`src/rtl/multi_sensor_range_smoother_assert.svh`:
```
// ----------------------------------------------------------------------------
// assertion macros for the range smoother
// implication forms used by the concurrent checks of the design
// ----------------------------------------------------------------------------
`ifndef MULTI_SENSOR_RANGE_SMOOTHER_ASSERT_SVH
`define MULTI_SENSOR_RANGE_SMOOTHER_ASSERT_SVH

// same-cycle implication, disabled while in reset
`define MSRS_ASSERT_NOW(label, clk, rst_n, ante, cons) \
    label: assert property (@(posedge clk) disable iff (!rst_n) (ante) |-> (cons)) \
        else $error("range smoother check failed");

// next-cycle implication, disabled while in reset
`define MSRS_ASSERT_NEXT(label, clk, rst_n, ante, cons) \
    label: assert property (@(posedge clk) disable iff (!rst_n) (ante) |=> (cons)) \
        else $error("range smoother check failed");

`endif

```
`src/rtl/msrs_pkg.sv`:
```
// ----------------------------------------------------------------------------
// msrs_pkg
// shared types and constants of the range smoother
// ----------------------------------------------------------------------------
`default_nettype none

package msrs_pkg;

    localparam int SENSOR_COUNT_DEF = 3;
    localparam int FRONT_INDEX_DEF  = 0;

    localparam int CHANNEL_W = 2;
    localparam int TIME_W    = 32;
    localparam int ALPHA_W   = 17;
    localparam int LIMIT_W   = 16;
    localparam int SMOOTH_W  = 24;
    localparam int DIST_W    = 9;
    localparam int CFG_IDX_W = 2;
    localparam int CFG_DAT_W = 17;

    localparam logic [ALPHA_W-1:0]  ONE_Q16    = 17'h10000;
    localparam logic [SMOOTH_W-1:0] HALF_Q16   = 24'h008000;
    localparam logic [2:0]          READY_MASK = 3'h7;
    localparam logic [2:0]          READY_CODE = 3'h4;
    localparam logic [DIST_W-1:0]   NO_READING = 9'h1ff;

    // configuration register indexes
    localparam logic [CFG_IDX_W-1:0] REG_FRONT_ALPHA   = 2'd0;
    localparam logic [CFG_IDX_W-1:0] REG_SIDE_ALPHA    = 2'd1;
    localparam logic [CFG_IDX_W-1:0] REG_STALE_LIMIT   = 2'd2;
    localparam logic [CFG_IDX_W-1:0] REG_RETRY_BACKOFF = 2'd3;

    localparam logic [ALPHA_W-1:0] FRONT_ALPHA_RST   = 17'd16384;
    localparam logic [ALPHA_W-1:0] SIDE_ALPHA_RST    = 17'd16384;
    localparam logic [LIMIT_W-1:0] STALE_LIMIT_RST   = 16'd100;
    localparam logic [LIMIT_W-1:0] RETRY_BACKOFF_RST = 16'd500;

    // one per-sensor state entry as kept in the state memory
    typedef struct packed {
        logic                online;
        logic                has_sample;
        logic [SMOOTH_W-1:0] smoothed;
        logic [TIME_W-1:0]   last_time;
        logic [TIME_W-1:0]   retry_time;
    } entry_t;

    localparam int ENTRY_W = $bits(entry_t);

endpackage

`default_nettype wire

```
`src/rtl/msrs_ram.sv`:
```
// ----------------------------------------------------------------------------
// msrs_ram
// generic single-write, single-read ram with registered read data
// ----------------------------------------------------------------------------
`default_nettype none

module msrs_ram #(
    parameter int WIDTH = 8,
    parameter int DEPTH = 4
) (
    input  wire logic                                  clk,
    input  wire logic                                  we,
    input  wire logic [((DEPTH > 1) ? $clog2(DEPTH) : 1)-1:0] waddr,
    input  wire logic [WIDTH-1:0]                      wdata,
    input  wire logic                                  re,
    input  wire logic [((DEPTH > 1) ? $clog2(DEPTH) : 1)-1:0] raddr,
    output logic      [WIDTH-1:0]                      rdata
);

    logic [WIDTH-1:0] mem [DEPTH];

    always_ff @(posedge clk)
    begin
        if (we)
        begin
            mem[waddr] <= wdata;
        end
        if (re)
        begin
            rdata <= mem[raddr];
        end
    end

endmodule

`default_nettype wire

```
`src/rtl/multi_sensor_range_smoother.sv`:
```
// ----------------------------------------------------------------------------
// multi_sensor_range_smoother
// flow: an accepted word is registered in stage 1, and its result word is then
//   registered in the output register, which drives the outputs
// throughput: one word per cycle while out_ready does not stall the output; the
//   state read-modify-write loop, with the last write forwarded, sets that figure
// reset: all sensors offline with cleared state through per-entry valid bits;
//   registers return to their defaults, no clearing pass is needed
// ----------------------------------------------------------------------------
`default_nettype none

`include "multi_sensor_range_smoother_assert.svh"

module multi_sensor_range_smoother
    import msrs_pkg::*;
#(
    parameter int SENSOR_COUNT = SENSOR_COUNT_DEF,
    parameter int FRONT_INDEX  = FRONT_INDEX_DEF
) (
    input  wire logic                     clk,
    input  wire logic                     rst_n,
    // configuration write port
    input  wire logic                     cfg_we,
    input  wire logic [CFG_IDX_W-1:0]     cfg_index,
    input  wire logic [CFG_DAT_W-1:0]     cfg_wdata,
    // poll words in
    input  wire logic                     in_valid,
    output logic                          in_ready,
    input  wire logic [CHANNEL_W-1:0]     channel,
    input  wire logic [TIME_W-1:0]        now_ms,
    input  wire logic [7:0]               irq_status,
    input  wire logic [7:0]               range_mm,
    input  wire logic                     bus_timeout,
    input  wire logic                     bringup_ok,
    // result words out
    output logic                          out_valid,
    input  wire logic                     out_ready,
    output logic [CHANNEL_W-1:0]          sensor_id,
    output logic signed [DIST_W-1:0]      distance_mm,
    output logic                          reading_valid,
    output logic                          sensor_online,
    output logic                          bringup_tried,
    output logic                          clear_irq,
    output logic                          went_stale
);

    // state memory address width
    localparam int AW = (SENSOR_COUNT > 1) ? $clog2(SENSOR_COUNT) : 1;
    // channel widened so it can carry any address
    localparam int XW = (AW > CHANNEL_W) ? AW : CHANNEL_W;

    // ------------------------------------------------------------------
    // configuration registers
    // ------------------------------------------------------------------
    logic [ALPHA_W-1:0] front_alpha_reg;
    logic [ALPHA_W-1:0] side_alpha_reg;
    logic [LIMIT_W-1:0] stale_limit_reg;
    logic [LIMIT_W-1:0] retry_backoff_reg;

    always_ff @(posedge clk or negedge rst_n)
    begin
        if (!rst_n)
        begin
            front_alpha_reg   <= FRONT_ALPHA_RST;
            side_alpha_reg    <= SIDE_ALPHA_RST;
            stale_limit_reg   <= STALE_LIMIT_RST;
            retry_backoff_reg <= RETRY_BACKOFF_RST;
        end
        else if (cfg_we)
        begin
            unique case (cfg_index)
                REG_FRONT_ALPHA:   front_alpha_reg   <= cfg_wdata;
                REG_SIDE_ALPHA:    side_alpha_reg    <= cfg_wdata;
                REG_STALE_LIMIT:   stale_limit_reg   <= cfg_wdata[LIMIT_W-1:0];
                REG_RETRY_BACKOFF: retry_backoff_reg <= cfg_wdata[LIMIT_W-1:0];
            endcase
        end
    end

    // ------------------------------------------------------------------
    // handshake and stage control
    // ------------------------------------------------------------------
    logic s1_valid_reg;
    logic s1_valid_next;
    logic out_valid_reg;
    logic s1_adv;
    logic in_accept;

    // stage 1 hands its word to the output register when that is free
    assign s1_adv    = s1_valid_reg && (!out_valid_reg || out_ready);
    assign in_ready  = !s1_valid_reg || s1_adv;
    assign in_accept = in_valid && in_ready;

    always_comb
    begin
        s1_valid_next = s1_valid_reg;
        if (in_accept)
        begin
            s1_valid_next = 1'b1;
        end
        else if (s1_adv)
        begin
            s1_valid_next = 1'b0;
        end
    end

    // ------------------------------------------------------------------
    // accept: issue the state read and capture the poll
    // ------------------------------------------------------------------
    logic [XW-1:0]        in_ch_x;
    logic [AW-1:0]        in_addr;
    logic                 in_in_range;

    assign in_ch_x     = XW'(channel);
    assign in_addr     = in_ch_x[AW-1:0];
    assign in_in_range = (32'(channel) < SENSOR_COUNT);

    logic [CHANNEL_W-1:0] s1_ch_reg;
    logic [AW-1:0]        s1_addr_reg;
    logic                 s1_in_range_reg;
    logic                 s1_front_reg;
    logic [TIME_W-1:0]    s1_now_reg;
    logic [7:0]           s1_status_reg;
    logic [7:0]           s1_range_reg;
    logic                 s1_timeout_reg;
    logic                 s1_ok_reg;

    always_ff @(posedge clk or negedge rst_n)
    begin
        if (!rst_n)
        begin
            s1_valid_reg <= 1'b0;
        end
        else
        begin
            s1_valid_reg <= s1_valid_next;
        end
    end

    always_ff @(posedge clk)
    begin
        if (in_accept)
        begin
            s1_ch_reg       <= channel;
            s1_addr_reg     <= in_addr;
            s1_in_range_reg <= in_in_range;
            s1_front_reg    <= (32'(channel) == FRONT_INDEX);
            s1_now_reg      <= now_ms;
            s1_status_reg   <= irq_status;
            s1_range_reg    <= range_mm;
            s1_timeout_reg  <= bus_timeout;
            s1_ok_reg       <= bringup_ok;
        end
    end

    // ------------------------------------------------------------------
    // state memory, entry valid bits and write forwarding
    // ------------------------------------------------------------------
    logic                    mem_we;
    logic [ENTRY_W-1:0]      mem_rdata;
    entry_t                  e_new;
    logic [SENSOR_COUNT-1:0] vld_reg;
    logic                    fwd_valid_reg;
    logic [AW-1:0]           fwd_addr_reg;
    entry_t                  fwd_data_reg;

    // only in-range sensors write the memory
    assign mem_we = s1_adv && s1_in_range_reg;

    msrs_ram #(
        .WIDTH (ENTRY_W),
        .DEPTH (SENSOR_COUNT)
    ) u_state_ram (
        .clk   (clk),
        .we    (mem_we),
        .waddr (s1_addr_reg),
        .wdata (e_new),
        .re    (in_accept),
        .raddr (in_addr),
        .rdata (mem_rdata)
    );

    always_ff @(posedge clk or negedge rst_n)
    begin
        if (!rst_n)
        begin
            vld_reg       <= '0;
            fwd_valid_reg <= 1'b0;
        end
        else if (mem_we)
        begin
            vld_reg[s1_addr_reg] <= 1'b1;
            fwd_valid_reg        <= 1'b1;
        end
    end

    // the last write may land on the same edge as the read of the next word
    always_ff @(posedge clk)
    begin
        if (mem_we)
        begin
            fwd_addr_reg <= s1_addr_reg;
            fwd_data_reg <= e_new;
        end
    end

    entry_t e_cur;

    always_comb
    begin
        priority if (fwd_valid_reg && (fwd_addr_reg == s1_addr_reg))
        begin
            e_cur = fwd_data_reg;
        end
        else if (vld_reg[s1_addr_reg])
        begin
            e_cur = entry_t'(mem_rdata);
        end
        else
        begin
            // never-written entry reads as its reset value
            e_cur = '0;
        end
    end

    // ------------------------------------------------------------------
    // stage 1: update of one sensor entry
    // ------------------------------------------------------------------
    logic [TIME_W-1:0]       retry_diff;
    logic [TIME_W-1:0]       stale_diff;
    logic                    retry_due;
    logic                    sample_ready;
    logic                    is_stale;
    logic [ALPHA_W-1:0]      alpha_sel;
    logic [ALPHA_W-1:0]      alpha;
    logic signed [SMOOTH_W:0]   delta;
    logic signed [ALPHA_W:0]    alpha_s;
    logic signed [SMOOTH_W+ALPHA_W+1:0] prod;
    logic signed [SMOOTH_W+ALPHA_W+1:0] prod_rnd;
    logic signed [SMOOTH_W+ALPHA_W+1:0] step;
    logic [SMOOTH_W:0]       blend_sum;
    logic [SMOOTH_W-1:0]     blended;
    logic                    tried;
    logic                    took;
    logic                    stale_hit;
    logic [SMOOTH_W-1:0]     dist_sum;
    logic [DIST_W-1:0]       dist_val;

    // wrapped time differences; retry is due when the difference is not negative
    assign retry_diff   = s1_now_reg - e_cur.retry_time;
    assign stale_diff   = s1_now_reg - e_cur.last_time;
    assign retry_due    = !retry_diff[TIME_W-1];
    assign is_stale     = (stale_diff > TIME_W'(stale_limit_reg));
    assign sample_ready = !s1_timeout_reg && ((s1_status_reg[2:0] & READY_MASK) == READY_CODE);

    // alpha above one counts as one
    assign alpha_sel = s1_front_reg ? front_alpha_reg : side_alpha_reg;
    assign alpha     = (alpha_sel > ONE_Q16) ? ONE_Q16 : alpha_sel;

    // s' = s + round((r<<16 - s) * a / 2^16), one signed multiply
    assign delta     = $signed({1'b0, s1_range_reg, 16'h0000}) - $signed({1'b0, e_cur.smoothed});
    assign alpha_s   = $signed({1'b0, alpha});
    assign prod      = delta * alpha_s;
    assign prod_rnd  = prod + $signed((SMOOTH_W+ALPHA_W+2)'(HALF_Q16));
    assign step      = prod_rnd >>> 16;
    assign blend_sum = {1'b0, e_cur.smoothed} + step[SMOOTH_W:0];
    assign blended   = blend_sum[SMOOTH_W-1:0];

    always_comb
    begin
        e_new     = e_cur;
        tried     = 1'b0;
        took      = 1'b0;
        stale_hit = 1'b0;
        priority if (!e_cur.online)
        begin
            if (retry_due)
            begin
                tried            = 1'b1;
                e_new.has_sample = 1'b0;
                e_new.smoothed   = '0;
                if (s1_ok_reg)
                begin
                    e_new.online    = 1'b1;
                    e_new.last_time = s1_now_reg;
                end
                else
                begin
                    e_new.retry_time = s1_now_reg + TIME_W'(retry_backoff_reg);
                end
            end
        end
        else if (sample_ready)
        begin
            took = 1'b1;
            // first sample after bring-up is taken as is
            e_new.smoothed   = e_cur.has_sample ? blended : {s1_range_reg, 16'h0000};
            e_new.has_sample = 1'b1;
            e_new.last_time  = s1_now_reg;
        end
        else if (is_stale)
        begin
            stale_hit        = 1'b1;
            e_new.online     = 1'b0;
            e_new.has_sample = 1'b0;
            e_new.smoothed   = '0;
            e_new.retry_time = s1_now_reg;
        end
    end

    // rounded distance; never above 255 so the top bit stays clear
    assign dist_sum = e_new.smoothed + HALF_Q16;
    assign dist_val = e_new.has_sample ? {1'b0, dist_sum[SMOOTH_W-1:16]} : NO_READING;

    // ------------------------------------------------------------------
    // output register
    // ------------------------------------------------------------------
    logic [CHANNEL_W-1:0] o_id_reg;
    logic [DIST_W-1:0]    o_dist_reg;
    logic                 o_has_reg;
    logic                 o_online_reg;
    logic                 o_tried_reg;
    logic                 o_took_reg;
    logic                 o_stale_reg;

    always_ff @(posedge clk or negedge rst_n)
    begin
        if (!rst_n)
        begin
            out_valid_reg <= 1'b0;
        end
        else if (s1_adv)
        begin
            out_valid_reg <= 1'b1;
        end
        else if (out_ready)
        begin
            out_valid_reg <= 1'b0;
        end
    end

    always_ff @(posedge clk)
    begin
        if (s1_adv)
        begin
            o_id_reg <= s1_ch_reg;
            // out-of-range channel: no reading, all flags low
            if (s1_in_range_reg)
            begin
                o_dist_reg   <= dist_val;
                o_has_reg    <= e_new.has_sample;
                o_online_reg <= e_new.online;
                o_tried_reg  <= tried;
                o_took_reg   <= took;
                o_stale_reg  <= stale_hit;
            end
            else
            begin
                o_dist_reg   <= NO_READING;
                o_has_reg    <= 1'b0;
                o_online_reg <= 1'b0;
                o_tried_reg  <= 1'b0;
                o_took_reg   <= 1'b0;
                o_stale_reg  <= 1'b0;
            end
        end
    end

    assign out_valid     = out_valid_reg;
    assign sensor_id     = o_id_reg;
    assign distance_mm   = $signed(o_dist_reg);
    assign reading_valid = o_has_reg;
    assign sensor_online = o_online_reg;
    assign bringup_tried = o_tried_reg;
    assign clear_irq     = o_took_reg;
    assign went_stale    = o_stale_reg;

    // ------------------------------------------------------------------
    // assertions
    // ------------------------------------------------------------------
    // at most one of the three actions per word
    `MSRS_ASSERT_NOW(a_one_action, clk, rst_n, out_valid_reg,
        $countones({o_tried_reg, o_took_reg, o_stale_reg}) <= 1)
    // a taken sample leaves the sensor online with a reading
    `MSRS_ASSERT_NOW(a_took_online, clk, rst_n, out_valid_reg && o_took_reg,
        o_online_reg && o_has_reg)
    // going stale clears online and reading
    `MSRS_ASSERT_NOW(a_stale_offline, clk, rst_n, out_valid_reg && o_stale_reg,
        !o_online_reg && !o_has_reg)
    // the no-reading code appears exactly when there is no reading
    `MSRS_ASSERT_NOW(a_dist_code, clk, rst_n, out_valid_reg,
        o_has_reg == (o_dist_reg != NO_READING))
    // a stalled stage 1 word keeps its channel and never writes the memory
    `MSRS_ASSERT_NEXT(a_s1_hold, clk, rst_n, s1_valid_reg && !s1_adv,
        s1_valid_reg && $stable(s1_ch_reg) && $stable(vld_reg))

endmodule

`default_nettype wire
```
`config.mk`:
```
export PLATFORM = sky130hd
export DESIGN_NAME = multi_sensor_range_smoother
export DESIGN_NICKNAME = d
export VERILOG_FILES = /design/src/rtl/msrs_pkg.sv /design/src/rtl/msrs_ram.sv /design/src/rtl/multi_sensor_range_smoother.sv
export VERILOG_INCLUDE_DIRS = /design/src /design/src/rtl
export SDC_FILE = /design/constraint.sdc
export NUM_CORES = 2
export LEC_CHECK = 0
export BUFFER_PORTS_ARGS = -buffer_cell sky130_fd_sc_hd__buf_2
export CAP_MARGIN = 0
export CORE_MARGIN = 5
export CORE_UTILIZATION = 30
export CTS_BUF_LIST = sky130_fd_sc_hd__clkbuf_8
export CTS_CLUSTER_SIZE = 30
export DETAILED_ROUTE_END_ITERATION = 6
export PLACE_DENSITY = 0.44
export SLEW_MARGIN = 25
export SYNTH_ARGS = -nofsm -noshare
export SYNTH_HDL_FRONTEND = slang
export SYNTH_HIERARCHICAL = 1
export SYNTH_SLANG_ARGS = --single-unit
```
`constraint.sdc`:
```
create_clock -name clk -period 12.7 [get_ports clk]
set_clock_uncertainty 0.2 [all_clocks]
set_input_delay 2.54 -clock clk [delete_from_list [all_inputs] [get_ports clk]]
set_output_delay 2.54 -clock clk [all_outputs]
set_load 0.005 [all_outputs]
```
==> results.yml <==
routing:
  remaining_drc_errors: 0
  drt_iter0_drc: 1582
  postRouteWirelength_um: 126000
  detail_route.vias_per_cell: 4.85
  dr_total_vias: 29700
  number_of_detailed_route_iterations_in_the_first_pass: 5
  ant_nets: 0
  wl_per_cell_um: 20.5
setup_path:
  regToRegEndpoint: "distance_mm[7]"
  timing.critical_path.arrival_ns: 12.26
  worst_setup_path_end_kind: "register"
  rr_worst_depth: 46
  critical_path.startpoint_type: "register"
  reg2reg_from: "s1_addr_reg[1]"
  cp_slowest_cell: "fa_1"
  timing.critical_path.fanout_max: 9
  slowest_delay_ns: 0.59
  cp.required_ns: 12.96
  critical_setup_path_kind: "register to register"
  timing.reg2reg.setup_slack_ns: 0.71
  cell_repeated_most_along_the_worst_path: "fa_1"
synthesis:
  ys_seq_area_share_pct: 40.0
  synth_area_sq_um: 43300
  dominantRegCellSynth: "edfxtp_1"
  syn-num-nets: 4694
  synth_area_leader_cell: "edfxtp_1"
  post_synth_main_area_contributors: "edfxtp_1 36%, fa_1 18%, ha_1 7.1%"
  synth_top_area_share_pct: 35.8
  async_reset_ff_share_pct: 12.2
  synth-seq-cells: 589
  ys_warn_count: 6
  synth.avg_cell_area_sq_um: 10.9
  synthCells: 3974
  number_of_enable_type_register_cells_in_the_synthesized_netlist: 517
  synth.distinct_cells: 96
floorplanning:
  die_h_um: 390
  die_x_um: 390
  standard_cell_core_area_sq_um: 144000
  num_io_pins: 94
  fp-row-count: 139
  die_area_sq_um: 152000
  starting_density_of_the_core_pct: 30.2
cts:
  cts.root.buffer_cell: "clkbuf_8"
  clk_pin_slew_ns: 0.06
  worstSkewPairLatency_ns: 0.77
  tritoncts: "built"
  numClockSinks: 589
  clock_path_buffers: 3
  cts_buffers: 94
  htree_num_levels: 3
placement:
  finalWeightedCongestion: 0.828
  numPlacedInstances: 5946
  port_buffers: 88
  setup_ws_pre_cts_ns: 0.126
  dpl-instance-area_sq_um: 46500
  detailedPlacementHpwl_um: 91300
final_layout:
  register_area_sq_um: 17300
  final_core_utilization_pct: 33.7
  fraction_of_final_layout_cells_sized_beyond_drive_strength_1_pct: 12.1
  area_taken_by_multi_input_logic_gates_sq_um: 23400
  post_layout_nonfiller_instances: 6126
  final_design_area_no_fill_sq_um: 48500
  number_of_inserted_filler_cells_in_the_final_layout: 14800
  final_nets: 4867
  largest_register_ffs: 270
  synthToLayoutAreaGrowth_pct: 11.8
sta:
  finalMaxSlewViolations: 0
  timing_worst_slew_pin_value_ns: 0.978
  fin_crit_sh_pct: 94.4
  final-hold-violation-count: 0
  setup_slack_ns: 0.705
  timing.max_slew.rel_slack_pct: 34.6
  clock_period_minus_final_worst_setup_slack_ns: 11.99
  setup_violations: 0
  timing_limited_maximum_frequency_ghz: 0.0834
hold_path:
  worst_hold_startpoint: "vld_reg[0]"
  min-delay-path-class: "register to register"
  hold_path_depth: 1
  holdPathEnd: "vld_reg[0]"
grt:
  grt_first_pass_wirelength_um: 193000
  grt_overflow: 0
  grt_use_total_pct: 16.6
  grt_start_max_net_pins: 101
  via_count_of_the_first_global_routing_pass: 31300
  grt_antenna_before_repair: 2
job:
  maxCapViolCount: 0
run_status:
  run_status: "completed"
==> cell usage after synthesis (9+ instances only) <==
cell      instances
a21o_1           39
fa_1            398
ha_1            246
nand2_1         383
or3_1            19
or2_2            10
a21oi_1         150
o31ai_1          13
a211oi_1         22
nor2_1          409
mux2i_1         107
nand4_1          22
and2_1            9
buf_2            12
nand3_1          48
a31oi_1          13
xnor2_1          81
a22oi_1          69
o211ai_1         13
o21ai_1          96
a21boi_0         10
dfstp_2          11
edfxtp_1        517
dfrtp_1          61
xor2_1           36
o21ai_0          90
nor3_1           46
o22ai_1          12
nor4_1           10
a22o_1           19
nor2b_1          22
inv_1           539
o21a_1           21
and3_1           32
buf_1             9
mux2_2           82
clkbuf_1        112
nand2b_1         32
buf_12           10
==> per-stage QoR <==
stage / setup TNS [ns] / hold WS (ns)
floorplan: 0 / 0.227
global placement: 0 / 0.244
detailed placement: 0 / 0.244
CTS: 0 / 0.258
global route: -0.00321 / 0.287
finish: 0 / 0.253
==> layout make-up <==
class / instances / share of cell area (%)
antenna: 2 / 0.0103
multi-input combinational: 2697 / 48.3
timing repair buffer: 224 / 3.07
tap: 1903 / 4.91
inverter: 541 / 4.19
clock buffer: 106 / 3.01
clock inverter: 64 / 0.741
sequential: 589 / 35.8
==> how the worst max path moves through the flow <==
stage | from | cells past startpoint | end | slack (ns)
2_1_floorplan | out_ready | 5 | u_state_ram/mem[0][0] | 0.16
3_3_place_gp | s1_addr_reg[0] | 50 | distance_mm[7] | 0.13
3_5_place_dp | s1_addr_reg[0] | 50 | distance_mm[7] | 0.13
4_1_cts | s1_addr_reg[0] | 50 | distance_mm[7] | 0.1
5_1_grt | s1_addr_reg[1] | 50 | distance_mm[4] | -0.003
6_report | s1_addr_reg[1] | 46 | distance_mm[7] | 0.71
==> metal layers <==
| layer | up-vias | share of wire [%] | global-route usage (%) |
|---|---|---|---|
| met4 | 0 | 2.2 | 4.47 |
| li1 | 13900 | - | - |
| met3 | 134 | 3.7 | 1.80 |
| met2 | 643 | 50 | 29.2 |
| met1 | 15000 | 44 | 21.8 |
| met5 | - | 0 | 0 |
==> critical path: cells and delay by family, from the launching register on <==
kind / cells / cell delay [ns]
xor gates and xnor gates: 3 / 0.49
AOI/OAI and AO/OA: 17 / 3.86
and+or+nand+nor: 11 / 1.86
adders and majority gates: 9 / 3.91
buffers and inverters: 6 / 0.90
DFF: 1 / 0.49
==> kinds of logic after synthesis <==
logic type / count (synthesis) / synth area share (%)
XOR/XNOR: 120 / 2.49
AO/OA/AOI/OAI: 657 / 9.86
multiplexers: 189 / 4.60
buffers and inverters: 688 / 6.40
adder cells (fa/ha/maj): 645 / 25.5
AND/OR/NAND/NOR: 1086 / 11.1
flip-flops: 589 / 40.0
==> placed cells by master, fill, tap and decap left out, types with 11 or more instances in the layout <==
cell and instances:
buf_4 136, clkinv_1 14, fa_1 398, ha_1 246, clkbuf_8 106, o22ai_1 12
mux2i_1 107, a22oi_1 67, a22o_1 19, a21oi_1 149, dfstp_2 11, and3_1 31
or3_1 19, nand3_1 46, o21ai_0 89, nor2_1 405, dfrtp_1 61, a211oi_1 22
inv_1 571, edfxtp_1 517, xor2_1 34, o21a_1 21, nand4_1 22, o31ai_1 13
nor3_1 45, mux2_2 82, nor2b_1 21, xnor2_1 78, nand2_1 383, buf_2 85
a21o_1 39, o21ai_1 97, o211ai_1 13, nand2b_1 31
==> repair_timing <==
action                                 in CTS  in global routing
setup endpoints to repair                   0                 36
buffers inserted                            0                  8
resized for setup                           0                 17
endpoints found under the hold margin       0                  0
hold buffers                                0                  0
Power is not shown: default switching activity piles up to over one toggle a cycle in this logic, so the estimate is an artifact.
